$ cat config.mk
export PLATFORM = sky130hd
export DESIGN_NAME = char_lcd_4bit_interface_sequencer
export DESIGN_NICKNAME = d
export VERILOG_FILES = /design/src/design/lcd4_pkg.sv /design/src/design/lcd4_front.sv /design/src/design/lcd4_queue.sv /design/src/design/lcd4_back.sv /design/src/design/char_lcd_4bit_interface_sequencer.sv
export SDC_FILE = /design/constraint.sdc
export NUM_CORES = 1
export LEC_CHECK = 0
export BUFFER_PORTS_ARGS = -buffer_cell sky130_fd_sc_hd__buf_2
export CORE_ASPECT_RATIO = 1.4
export CORE_MARGIN = 1.5
export CORE_UTILIZATION = 30
export CTS_CLUSTER_SIZE = 28
export DETAILED_ROUTE_END_ITERATION = 8
export GPL_ROUTABILITY_DRIVEN = 0
export PLACE_DENSITY = 0.44
export SLEW_MARGIN = 20
export SYNTH_ARGS = -nofsm -noshare
export SYNTH_HDL_FRONTEND = slang
export SYNTH_SLANG_ARGS = --single-unit
$ cat constraint.sdc
create_clock -name i_clk -period 7.45 [get_ports i_clk]
set_input_delay 1.1175 -clock i_clk [delete_from_list [all_inputs] [get_ports i_clk]]
set_output_delay 1.1175 -clock i_clk [all_outputs]
set_load 0.02 [all_outputs]
$ cat src/design/lcd4_pkg.sv
// Shared types and constants for the four-bit character display sequencer.
// Used by the front end, the request queue, the phase generator and the top level.
// No dependencies.
package lcd4_pkg;

    // Request kinds carried in the input tuser field.
    typedef enum logic [1:0] {
        REQ_INIT   = 2'd0,
        REQ_CMD    = 2'd1,
        REQ_DATA   = 2'd2,
        REQ_CURSOR = 2'd3
    } t_req;

    // Configuration register indexes.
    localparam logic [2:0] CFG_SHORT_UNIT   = 3'd0;
    localparam logic [2:0] CFG_MILLISECOND  = 3'd1;
    localparam logic [2:0] CFG_FUNCTION_SET = 3'd2;
    localparam logic [2:0] CFG_DISPLAY_CTRL = 3'd3;
    localparam logic [2:0] CFG_ENTRY_MODE   = 3'd4;

    // Display commands and addresses.
    localparam logic [7:0] CMD_CLEAR  = 8'h01;
    localparam logic [7:0] CMD_HOME   = 8'h02;
    localparam logic [7:0] LINE0_ADDR = 8'h80;
    localparam logic [7:0] LINE1_ADDR = 8'hC0;

    // Nibbles of the power-on wake-up run.
    localparam logic [3:0] NIB_WAKE  = 4'h3;
    localparam logic [3:0] NIB_4BIT  = 4'h2;
    localparam logic [3:0] NIB_IDLE  = 4'h0;

    // Phase counts.
    localparam int PREFIX_PHASES = 9;
    localparam int INIT_PHASES   = 25;
    localparam int BYTE_PHASES   = 4;
    localparam int STEP_W        = 5;
    localparam int WAIT_W        = 24;

    // Delay multiples, in short units and in milliseconds.
    localparam logic [4:0] U_PULSE    = 5'd5;
    localparam logic [4:0] U_POST     = 5'd10;
    localparam logic [4:0] U_WAKE     = 5'd20;
    localparam logic [4:0] MS_NONE    = 5'd0;
    localparam logic [4:0] MS_LONG    = 5'd2;
    localparam logic [4:0] MS_WAKE1   = 5'd5;
    localparam logic [4:0] MS_POWERUP = 5'd20;

    // One queued job: either the whole init run or one byte.
    typedef struct packed {
        logic       is_init;
        logic       rs;
        logic [7:0] byte_val;
    } t_job;

    // Live configuration.
    typedef struct packed {
        logic [7:0]  short_unit_ticks;
        logic [15:0] millisecond_ticks;
        logic [7:0]  function_set_byte;
        logic [7:0]  display_control_byte;
        logic [7:0]  entry_mode_byte;
    } t_cfg;

    // One pin phase as it leaves the block.
    typedef struct packed {
        logic              last;
        logic [WAIT_W-1:0] wait_ticks;
        logic [3:0]        nibble;
        logic              en;
        logic              rs;
    } t_phase;

endpackage

$ cat src/design/lcd4_front.sv
// Front end: takes requests and turns each into a queued job.
// Depends on lcd4_pkg.
module lcd4_front (
    input  logic          i_s_axis_tvalid,
    output logic          o_s_axis_tready,
    input  logic [15:0]   i_s_axis_tdata,  // [7:0] byte_value, [8] row, [14:9] column, [15] zero
    input  logic [1:0]    i_s_axis_tuser,  // [1:0] req_type
    input  logic          i_q_full,
    output logic          o_push,
    output lcd4_pkg::t_job o_job
);
    import lcd4_pkg::*;

    logic [7:0] byte_value;
    logic       row;
    logic [5:0] column;
    logic [7:0] base_addr;

    assign byte_value = i_s_axis_tdata[7:0];
    assign row        = i_s_axis_tdata[8];
    assign column     = i_s_axis_tdata[14:9];
    assign base_addr  = row ? LINE1_ADDR : LINE0_ADDR;

    // A request is taken whenever the queue has room.
    assign o_s_axis_tready = !i_q_full;
    assign o_push          = i_s_axis_tvalid && !i_q_full;

    // Classify the request into a job.
    always_comb begin
        o_job = '0;
        case (t_req'(i_s_axis_tuser)) 
            REQ_INIT: begin
                o_job.is_init = 1'b1;
            end
            REQ_CMD: begin
                o_job.byte_val = byte_value;
            end
            REQ_DATA: begin
                o_job.rs       = 1'b1;
                o_job.byte_val = byte_value;
            end
            REQ_CURSOR: begin
                o_job.byte_val = base_addr + {2'b00, column};
            end
            default: begin
                o_job = '0;
            end
        endcase
    end

endmodule

$ cat src/design/lcd4_queue.sv
// Short job queue between the front end and the phase generator.
// Depends on lcd4_pkg.
module lcd4_queue #(
    parameter int DEPTH = 2
) (
    input  logic           i_clk,
    input  logic           i_rst_n,
    input  logic           i_push,
    input  lcd4_pkg::t_job i_job,
    output logic           o_full,
    input  logic           i_pop,
    output logic           o_valid,
    output lcd4_pkg::t_job o_job
);
    import lcd4_pkg::*;

    localparam int PTR_W = (DEPTH > 1) ? $clog2(DEPTH) : 1;
    localparam int CNT_W = $clog2(DEPTH + 1);

    t_job             r_mem [DEPTH];
    logic [PTR_W-1:0] r_wr_ptr, n_wr_ptr;
    logic [PTR_W-1:0] r_rd_ptr, n_rd_ptr;
    logic [CNT_W-1:0] r_count, n_count;
    logic             do_push, do_pop;

    assign o_full  = (r_count == CNT_W'(DEPTH));
    assign o_valid = (r_count != '0);
    assign o_job   = r_mem[r_rd_ptr];
    assign do_push = i_push && !o_full;
    assign do_pop  = i_pop && o_valid;

    // Pointer and count update with wrap at the depth.
    always_comb begin
        n_wr_ptr = r_wr_ptr;
        n_rd_ptr = r_rd_ptr;
        n_count  = r_count;
        if (do_push) begin
            n_wr_ptr = (r_wr_ptr == PTR_W'(DEPTH - 1)) ? '0 : r_wr_ptr + 1'b1;
        end
        if (do_pop) begin
            n_rd_ptr = (r_rd_ptr == PTR_W'(DEPTH - 1)) ? '0 : r_rd_ptr + 1'b1;
        end
        if (do_push && !do_pop) begin
            n_count = r_count + 1'b1;
        end else if (do_pop && !do_push) begin
            n_count = r_count - 1'b1;
        end
    end

    always_ff @(posedge i_clk) begin
        if (!i_rst_n) begin
            r_wr_ptr <= '0;
            r_rd_ptr <= '0;
            r_count  <= '0;
        end else begin
            r_wr_ptr <= n_wr_ptr;
            r_rd_ptr <= n_rd_ptr;
            r_count  <= n_count;
        end
    end

    // Storage needs no reset.
    always_ff @(posedge i_clk) begin
        if (do_push) begin
            r_mem[r_wr_ptr] <= i_job;
        end
    end

    // The count never exceeds the depth.
    a_count_bound: assert property (@(posedge i_clk) disable iff (!i_rst_n)
        r_count <= CNT_W'(DEPTH))
        else $error("queue count above depth");

    // A push into a non-full queue without a pop raises the count by one.
    a_push_count: assert property (@(posedge i_clk) disable iff (!i_rst_n)
        (do_push && !do_pop) |=> (r_count == $past(r_count) + 1'b1))
        else $error("queue count did not follow push");

    // Read and write pointers meet only when the queue is empty or full.
    a_ptr_meet: assert property (@(posedge i_clk) disable iff (!i_rst_n)
        (r_wr_ptr == r_rd_ptr) |-> (!o_valid || o_full))
        else $error("queue pointers inconsistent with count");

endmodule

$ cat src/design/lcd4_back.sv
// Phase generator: walks each job through its pin phases into an output register.
// Depends on lcd4_pkg.
module lcd4_back (
    input  logic           i_clk,
    input  logic           i_rst_n,
    input  lcd4_pkg::t_cfg i_cfg,
    input  logic           i_q_valid,
    input  lcd4_pkg::t_job i_q_job,
    output logic           o_q_pop,
    output logic           o_m_axis_tvalid,
    input  logic           i_m_axis_tready,
    output lcd4_pkg::t_phase o_phase
);
    import lcd4_pkg::*;

    typedef enum logic [1:0] {
        S_IDLE = 2'b01,
        S_RUN  = 2'b10
    } t_state;

    t_state            r_state, n_state;
    logic [STEP_W-1:0] r_step, n_step;
    t_job              r_job, n_job;
    logic              r_out_valid, n_out_valid;
    t_phase            r_out, n_out;

    t_phase            phase;
    logic              slot_free, advance;
    logic [STEP_W-1:0] rel;
    logic [1:0]        k;
    logic [1:0]        bidx;
    logic              in_prefix;
    logic [7:0]        cur_byte;
    logic              long_cmd;
    logic [4:0]        units_n, ms_n;
    logic [12:0]       unit_prod;
    logic [20:0]       ms_prod;

    assign slot_free = !r_out_valid || i_m_axis_tready;
    assign advance   = (r_state == S_RUN) && slot_free;

    // Locate the current byte and nibble within the job.
    assign in_prefix = r_job.is_init && (r_step < STEP_W'(PREFIX_PHASES));
    assign rel       = r_job.is_init ? (r_step - STEP_W'(PREFIX_PHASES)) : r_step;
    assign k         = rel[1:0];
    assign bidx      = rel[3:2];

    always_comb begin
        if (r_job.is_init) begin
            case (bidx)
                2'd0:    cur_byte = i_cfg.function_set_byte;
                2'd1:    cur_byte = i_cfg.display_control_byte;
                2'd2:    cur_byte = i_cfg.entry_mode_byte;
                default: cur_byte = CMD_CLEAR;
            endcase
        end else begin
            cur_byte = r_job.byte_val;
        end
    end

    assign long_cmd = !r_job.rs && ((cur_byte == CMD_CLEAR) || (cur_byte == CMD_HOME));

    // Decode the pin levels and the delay multiples of the current phase.
    always_comb begin
        phase.rs   = r_job.rs;
        phase.last = 1'b0;
        if (in_prefix) begin
            case (r_step[3:0])
                4'd0: begin
                    phase.en = 1'b0; phase.nibble = NIB_IDLE;
                    units_n = 5'd0; ms_n = MS_POWERUP;
                end
                4'd2: begin
                    phase.en = 1'b0; phase.nibble = NIB_WAKE;
                    units_n = U_PULSE; ms_n = MS_WAKE1;
                end
                4'd4, 4'd6: begin
                    phase.en = 1'b0; phase.nibble = NIB_WAKE;
                    units_n = U_WAKE; ms_n = MS_NONE;
                end
                4'd7: begin
                    phase.en = 1'b1; phase.nibble = NIB_4BIT;
                    units_n = U_PULSE; ms_n = MS_NONE;
                end
                4'd8: begin
                    phase.en = 1'b0; phase.nibble = NIB_4BIT;
                    units_n = U_WAKE; ms_n = MS_NONE;
                end
                default: begin
                    // Rising halves of the wake-up pulses.
                    phase.en = 1'b1; phase.nibble = NIB_WAKE;
                    units_n = U_PULSE; ms_n = MS_NONE;
                end
            endcase
        end else begin
            phase.en     = !k[0];
            phase.nibble = k[1] ? cur_byte[3:0] : cur_byte[7:4];
            units_n      = U_PULSE;
            ms_n         = MS_NONE;
            if (k == 2'd3) begin
                // Settling delay after the byte, long for clear and home.
                units_n    = long_cmd ? U_PULSE : U_POST;
                ms_n       = long_cmd ? MS_LONG : MS_NONE;
                phase.last = !r_job.is_init || (bidx == 2'd3);
                // The init run ends with a further long delay.
                if (r_job.is_init && (bidx == 2'd3)) begin
                    ms_n = ms_n + MS_LONG;
                end
            end
        end
        // Hold time from the two delay multiples.
        unit_prod        = 13'(units_n) * 13'(i_cfg.short_unit_ticks);
        ms_prod          = 21'(ms_n) * 21'(i_cfg.millisecond_ticks);
        phase.wait_ticks = WAIT_W'(unit_prod) + WAIT_W'(ms_prod);
    end

    // Sequencer: load a job, emit one phase per free output slot.
    always_comb begin
        n_state     = r_state;
        n_step      = r_step;
        n_job       = r_job;
        n_out       = r_out;
        n_out_valid = r_out_valid;
        o_q_pop     = 1'b0;
        if (r_out_valid && i_m_axis_tready) begin
            n_out_valid = 1'b0;
        end
        case (r_state)
            S_IDLE: begin
                if (i_q_valid) begin
                    o_q_pop = 1'b1;
                    n_job   = i_q_job;
                    n_step  = '0;
                    n_state = S_RUN;
                end
            end
            S_RUN: begin
                if (advance) begin
                    n_out       = phase;
                    n_out_valid = 1'b1;
                    n_step      = r_step + 1'b1;
                    if (phase.last) begin
                        if (i_q_valid) begin
                            o_q_pop = 1'b1;
                            n_job   = i_q_job;
                            n_step  = '0;
                        end else begin
                            n_state = S_IDLE;
                        end
                    end
                end
            end
            default: begin
                n_state = S_IDLE;
            end
        endcase
    end

    always_ff @(posedge i_clk) begin
        if (!i_rst_n) begin
            r_state     <= S_IDLE;
            r_step      <= '0;
            r_out_valid <= 1'b0;
        end else begin
            r_state     <= n_state;
            r_step      <= n_step;
            r_out_valid <= n_out_valid;
        end
    end

    // Payload registers need no reset.
    always_ff @(posedge i_clk) begin
        r_job <= n_job;
        r_out <= n_out;
    end

    assign o_m_axis_tvalid = r_out_valid;
    assign o_phase         = r_out;

    // A byte job never runs past its four phases.
    a_byte_steps: assert property (@(posedge i_clk) disable iff (!i_rst_n)
        (r_state == S_RUN && !r_job.is_init) |-> (r_step < STEP_W'(BYTE_PHASES)))
        else $error("byte job ran past its last phase");

    // An init job never runs past its twenty-five phases.
    a_init_steps: assert property (@(posedge i_clk) disable iff (!i_rst_n)
        (r_state == S_RUN) |-> (r_step < STEP_W'(INIT_PHASES)))
        else $error("init job ran past its last phase");

    // A final phase shows up on the output with its end mark.
    a_last_out: assert property (@(posedge i_clk) disable iff (!i_rst_n)
        (advance && phase.last) |=> (r_out_valid && r_out.last))
        else $error("final phase lost its end mark");

    // Taking a job starts it at its first phase.
    a_pop_start: assert property (@(posedge i_clk) disable iff (!i_rst_n)
        o_q_pop |=> (r_state == S_RUN && r_step == '0))
        else $error("job not started at first phase");

endmodule

$ cat src/design/char_lcd_4bit_interface_sequencer.sv
// Top level of the four-bit character display sequencer: configuration registers
// and the front end, job queue and phase generator. Depends on lcd4_pkg.
//
// Usage:
//   Requests enter on the slave stream: tuser is the request kind (init, command
//   byte, data byte, cursor move), tdata carries byte, row and column. Each request
//   becomes a run of pin phases on the master stream, one transfer per phase, with
//   tlast on the final phase of the run. Each phase gives register select, enable,
//   the data nibble and the number of clock ticks to hold them.
//   A request passes through the job queue, the job register of the phase generator
//   and its output register before its first phase appears. Throughput: one phase per
//   cycle while the receiver takes them; a byte request gives 4 phases and an init
//   request 25. This is set by the phase generator, which builds one phase per cycle
//   while its output slot is free. The job queue holds QUEUE_DEPTH requests, so new
//   requests are taken while the current one is still being emitted.
//   Configuration writes arrive on their own channel (index, data) and are always
//   taken; they are meant to happen only while no request is in flight.
//   Reset clears the queue and output and loads the register defaults. When the
//   receiver stalls, the current phase holds on the output and the generator waits;
//   requests keep entering until the queue fills.
module char_lcd_4bit_interface_sequencer #(
    parameter int QUEUE_DEPTH = 2
) (
    input  logic        i_clk,
    input  logic        i_rst_n,
    // Request stream.
    input  logic        i_s_axis_tvalid,
    output logic        o_s_axis_tready,
    input  logic [15:0] i_s_axis_tdata,  // [7:0] byte_value, [8] row, [14:9] column, [15] zero
    input  logic [1:0]  i_s_axis_tuser,  // [1:0] req_type
    // Pin phase stream.
    output logic        o_m_axis_tvalid,
    input  logic        i_m_axis_tready,
    output logic [31:0] o_m_axis_tdata,  // [0] rs_level, [1] enable_level, [5:2] data_nibble,
                                         // [29:6] wait_ticks, [31:30] zero
    output logic        o_m_axis_tlast,
    // Configuration writes.
    input  logic        i_cfg_valid,
    output logic        o_cfg_ready,
    input  logic [2:0]  i_cfg_index,
    input  logic [15:0] i_cfg_data
);
    import lcd4_pkg::*;

    t_cfg   r_cfg;
    logic   q_push, q_full, q_pop, q_valid;
    t_job   front_job, q_job;
    t_phase out_phase;

    // Configuration registers; indexes beyond the list are ignored.
    assign o_cfg_ready = 1'b1;

    always_ff @(posedge i_clk) begin
        if (!i_rst_n) begin
            r_cfg.short_unit_ticks     <= 8'd10;
            r_cfg.millisecond_ticks    <= 16'd5000;
            r_cfg.function_set_byte    <= 8'h28;
            r_cfg.display_control_byte <= 8'h0C;
            r_cfg.entry_mode_byte      <= 8'h06;
        end else if (i_cfg_valid) begin
            case (i_cfg_index)
                CFG_SHORT_UNIT:   r_cfg.short_unit_ticks     <= i_cfg_data[7:0];
                CFG_MILLISECOND:  r_cfg.millisecond_ticks    <= i_cfg_data;
                CFG_FUNCTION_SET: r_cfg.function_set_byte    <= i_cfg_data[7:0];
                CFG_DISPLAY_CTRL: r_cfg.display_control_byte <= i_cfg_data[7:0];
                CFG_ENTRY_MODE:   r_cfg.entry_mode_byte      <= i_cfg_data[7:0];
                default: begin
                end
            endcase
        end
    end

    // Request intake and classification.
    lcd4_front u_front (
        .i_s_axis_tvalid (i_s_axis_tvalid),
        .o_s_axis_tready (o_s_axis_tready),
        .i_s_axis_tdata  (i_s_axis_tdata),
        .i_s_axis_tuser  (i_s_axis_tuser),
        .i_q_full        (q_full),
        .o_push          (q_push),
        .o_job           (front_job)
    );

    // Job queue.
    lcd4_queue #(
        .DEPTH (QUEUE_DEPTH)
    ) u_queue (
        .i_clk   (i_clk),
        .i_rst_n (i_rst_n),
        .i_push  (q_push),
        .i_job   (front_job),
        .o_full  (q_full),
        .i_pop   (q_pop),
        .o_valid (q_valid),
        .o_job   (q_job)
    );

    // Phase generation.
    lcd4_back u_back (
        .i_clk           (i_clk),
        .i_rst_n         (i_rst_n),
        .i_cfg           (r_cfg),
        .i_q_valid       (q_valid),
        .i_q_job         (q_job),
        .o_q_pop         (q_pop),
        .o_m_axis_tvalid (o_m_axis_tvalid),
        .i_m_axis_tready (i_m_axis_tready),
        .o_phase         (out_phase)
    );

    assign o_m_axis_tdata = {2'b00, out_phase.wait_ticks, out_phase.nibble,
                             out_phase.en, out_phase.rs};
    assign o_m_axis_tlast = out_phase.last;

endmodule
After elaboration in Yosys (flattened, before gate mapping)

Memory sizes are Yosys's and may differ from the RTL's. A register that Yosys moved wholly into a read port is not among the register bits.
Cells that the tools add are included.
Widths: inputs -> output; s select.

Logic and storage cells: 146
Register bits after elaboration: 101
Output and inout port bits: 36
Memory bits (writable): 20
Memories: 1
Input bits: 42

Memory list:

| memory        | depth | bits a word | rd ports | clocked after memory_dff | write ports | RTL line         | text |
|---|---|---|---|---|---|---|---|
| u_queue.r_mem | 2     | 10          | 1        | 1                        | 1           | lcd4_queue.sv:20 | `t_job r_mem [DEPTH];` |

Eq/ne operators: 25
$mul: 2
Mux-type cells: 50
Reduce and logical (&&, ||, !) cells: 39
$lt $le $gt $ge: 1
Add/subtract/negate cells: 9

Operators by type and width:

| operator           | count |
|---|---|
| $mux 5             | 10 |
| $mux 10            | 3 |
| $pmux 5 s2         | 3 |
| $pmux 8 s3         | 1 |
| $add 13x21->22     | 1 |
| $mul 5x16->21      | 1 |
| $pmux 10 s2        | 1 |
| $mux 1             | 16 |
| $pmux 8 s2         | 1 |
| $eq 2x2->1 const B | 7 |
| $mux 2             | 7 |
| $mul 5x8->13       | 1 |
| $eq 4x3->1 const B | 3 |
| $mux 4             | 3 |
| $pmux 3 s4         | 1 |
| $reduce_and 2->1   | 6 |
| $logic_and 1x1->1  | 10 |
| $add 8x6->8        | 1 |
| $eq 8x1->1 const B | 1 |
| $eq 8x2->1 const B | 1 |
| $mux 8             | 1 |
| $logic_not 1->1    | 7 |
| $mux 7             | 1 |
| $eq 2x1->1 const B | 3 |
| other kinds (25)   | 36 |

Longest topological paths before layout

Depth after elaboration: 15
Mapped depth: 33
Mapped depth without buffers: 30

Modules after synthesis

A second synthesis with hierarchy kept.

Cell total of the unflattened synthesis: 919
Area total of the unflattened synthesis: 9,345.2 um^2

Modules (own cells, without submodules):

| module                            | cells each | area an instance (um^2) | times used |
|---|---|---|---|
| lcd4_back                         | 645        | 6,262.3                 | 1 |
| char_lcd_4bit_interface_sequencer | 190        | 1,918.1                 | 1 |
| lcd4_queue                        | 57         | 948.4                   | 1 |
| lcd4_front                        | 27         | 216.5                   | 1 |

Worst setup path after synthesis

Ideal clock, no wire load.

Kind: flip-flop to flip-flop
From: register u_back.r_step[0]
To: register u_back.r_out (netlist bit u_back.o_phase[24]), data pin
Stages on the path, launching flop included: 31
Required time: 7.192 ns
Data arrival time: 7.623 ns
Path buffers: 2
Library setup time: 0.258 ns
Path slack: -0.431 ns
Clock period less this slack: 7.881 ns
Path through: dfxtp_1 > inv_1 > ha_1 > nand2_1 > xor2_1 > buf_2 > mux2_2 > o22ai_1 > xnor2_1 > mux2i_1 > and2_1 > ha_1 > a211oi_1 > clkbuf_1 > nor2b_1 > ha_1 > inv_1 > fa_1 > inv_1 > fa_1 > fa_1 > fa_1 > ha_1 > a21o_1 > a2111oi_0 > o2bb2ai_1 > o31ai_1 > nor3_1 > o31a_1 > nor2b_1 > xnor2_1

RTL lines:

| item                   | RTL line         | text |
|---|---|---|
| start, declared        | lcd4_back.sv:22  | `logic [STEP_W-1:0] r_step, n_step;` |
| start signal, assigned | lcd4_back.sv:166 | `r_step <= n_step;` |
| end signal, assigned   | lcd4_back.sv:174 | `r_out <= n_out;` |
| end, declared          | lcd4_back.sv:25  | `t_phase r_out, n_out;` |

==> flow_summary.ini <==
[pwr]
ir_drop_uv = 171.6
p_per_area_mw_per_mm2 = 270.4
cellLeakagePower_nw = 5.046

[timing]
setup_viol = 0
worstMarginPinSlew_ps = 997.1
max_freq_ghz = 0.1370
hold_viol_final = 0
hold_slack_ps = 463.9
clock_skew_ps = 13.89
slew_violations = 0
period_share_pct = 97.98
period_needed_ps = 7300
rsz0062_at_grt = true
relSlewSlack_pct = 33.28

[synth]
ys_top_cells_by_count = nand2_1 (138), ha_1 (89), fa_1 (64), inv_1 (62)
synth_most_common_cell = nand2_1
ys_seq_elements = 120
synthArstFlopShare_pct = 0
ys_warn_count = 0
syn_inst = 901
synth_cell_types = 60
synth-edff-count = 59
yosys.area.top_type_share_pct = 19.86
synth_area_sq_mm = 0.008921
avgSynthCellArea_sq_um = 9.901
synth_top_area_cell = edfxtp_1
yosysSeqAreaShare_pct = 33.55
synthTopCellsByArea = edfxtp_1 (20%), fa_1 (14%), dfxtp_1 (14%)
yosys_most_used_dff = dfxtp_1

[drt]
first_iter_violations = 183
route.met3.wl_um = 442
num_vias = 6446
met2RoutedLength_um = 11420
drcViolationCount = 0
via_per_inst = 4.549
dr.max_layer_used = met4
drtAntennaViolNets = 0
wirelength_met1_um = 8245
routed_wl_um = 20530
wl_per_cell_um = 14.49
drt_first_pass_iters = 6

[hold_path]
hold_class = reg2reg
hp-start = r_cfg[18]

[final_layout]
finish.utilization_pct = 37.50
nets = 1219
seq_area_sq_mm = 0.002994
filler_cell_count = 3008
syn_to_final_growth_pct = 23.00
insertedDiodeCount = 0
drive_gt1_share_pct = 23.24
design_area_sq_mm = 0.01097
multi_input_area_sq_mm = 0.005824
fin_cells = 1417

[place]
io_buffers = 71
place_hpwl_um = 16260
place_area_sq_mm = 0.01010
dp.cells = 1381

[run]
drv_cap = 0

[floorplanning]
io_pins = 78
die_area_sq_mm = 0.03079
core_sq_mm = 0.02926
rows = 74
die_x_um = 148.7
start_util_pct = 30.49
die_h_um = 207.0

[clocking]
clk_pin_slew_ps = 60
htree_levels = 4
cts_buffer_depth = 2
cts_tree = built
cts_inserted_buffers = 17
cts_root_buf = clkbuf_16
clock_sinks = 120
clock_latency_ps = 430

[worst_setup_path]
crit_arrival_ps = 7470
path_class = reg2reg
crit_path_start_kind = register
cp_max_fo = 6
reg2reg_from = u_back.r_step[0]
crit_path_end_kind = register
required_ps = 7620
cp-startpoint = u_back.r_step[0]

[global_route]
grt_usage_pct = 14.27
overflow = 0
grt_pass1_wl_um = 34410
grt_max_degree = 62
grt_pass1_vias = 6937
antenna_found_initial = 0

[run_status]
status = completed
-- sequential cells by signal, summed over array words and instances (netlist names), named ones only --
signal,flops
u_queue.r_wr_ptr,1
u_queue.r_mem,20
u_queue.r_count,2
u_back.r_job,9
u_queue.r_rd_ptr,1
u_back.o_m_axis_tvalid,1
u_back.phase,1
u_back.o_phase,29
u_back.r_state,2
u_back.r_step,5
r_cfg,48
-- cell usage in the layout (no fill, tap or decap), types with 5 or more instances in the layout --
master and count:
a22oi_1 7, xnor2_1 18, clkbuf_16 17, dfxtp_1 60, ha_4 6, and3_1 12
buf_2 71, nor3_1 7, fa_1 60, ha_1 80, a21boi_0 39, and2_1 58
clkinv_4 6, nor2_1 36, nor3b_1 5, a21o_1 10, or3_1 7, nand3_1 27
edfxtp_1 59, nor2b_1 21, o21a_1 6, buf_4 65, xor2_1 7, conb_1 5
mux2_2 16, o21ai_0 17, inv_1 58, nand2b_1 6, a21oi_1 21, mux2i_1 8
nand2_1 136
-- per-layer routing --
| layer | global-route usage, % | vias up |
|---|---|---|
| li1 | - | 3297 |
| met1 | 15.10 | 3046 |
| met2 | 27.78 | 82 |
| met3 | 2.401 | 21 |
| met4 | 4.882 | 0 |
| met5 | 0 | - |
-- worst max-delay path: stages (launching register included) --
cell and delay, ps:
dfxtp_2 320, buf_6 110, o31ai_4 260, xnor2_2 190, mux2_4 330, a22oi_2 250
or4b_4 510, o21ai_4 150, and2_4 170, ha_4 190, and3_4 170, and2_4 160
fa_2 530, fa_1 440, fa_1 470, fa_1 490, inv_1 50, fa_1 520
inv_1 60, ha_4 270, and3_4 220, o21ai_4 90, o2bb2ai_4 140, o31ai_4 250
nor3_4 80, o31a_1 340, nor2b_2 170, xnor2_1 110
-- cell families (layout without fill, tap and decap cells) --
family | after synthesis | after routing | share of synthesized area [%]
buffers and inverters | 101 | 234 | 4.614
flip-flops | 120 | 120 | 33.55
AO/OA/AOI/OAI | 134 | 134 | 10.50
other | 2 | 5 | 0.08418
XOR/XNOR | 27 | 27 | 2.735
multiplexers | 25 | 25 | 3.086
adder cells (fa/ha/maj) | 153 | 153 | 26.84
AND/OR/NAND/NOR | 339 | 339 | 18.58
-- what timing repair did --
action,in CTS,in global routing
buffers inserted,2,3
endpoints found under the setup margin,11,9
hold buffers,0,0
hold endpoints to repair,0,0
gates resized for setup,31,27
pin swaps,30,35
-- per-stage QoR --
stage / setup WS, ps / total power [mW] / setup TNS (ps)
after CTS: 2.412 / 2.962 / 0
final: 150.4 / 2.967 / 0
after global routing: -117.3 / 3.214 / -302.9
after global placement: -451.6 / 2.109 / -2149
after detailed placement: -475.4 / 2.109 / -2401
after floorplan: 0.7021 / 1.726 / 0
-- worst paths after layout --
kind | end | slack (ps) | cells past startpoint
min | r_cfg[18] | 460 | 2
min reg2reg | r_cfg[18] | 460 | 2
max | u_back.o_phase[24] | 150 | 27
max reg2reg | u_back.o_phase[24] | 150 | 27
-- layout make-up --
type	count	area share, %
timing repair buffer	140	8.176
clock inverter	14	1.095
multi-input combinational	683	53.08
tap	380	4.333
sequential	120	27.29
clock buffer	18	3.911
inverter	62	2.121
-- where the power goes --
group | internal (mW) | switching [mW]
combinational | 0.604 | 0.720
sequential | 0.824 | 0.0464
clock | 0.432 | 0.341
total | 1.86 | 1.11
Power figures use the tool's default switching activity.
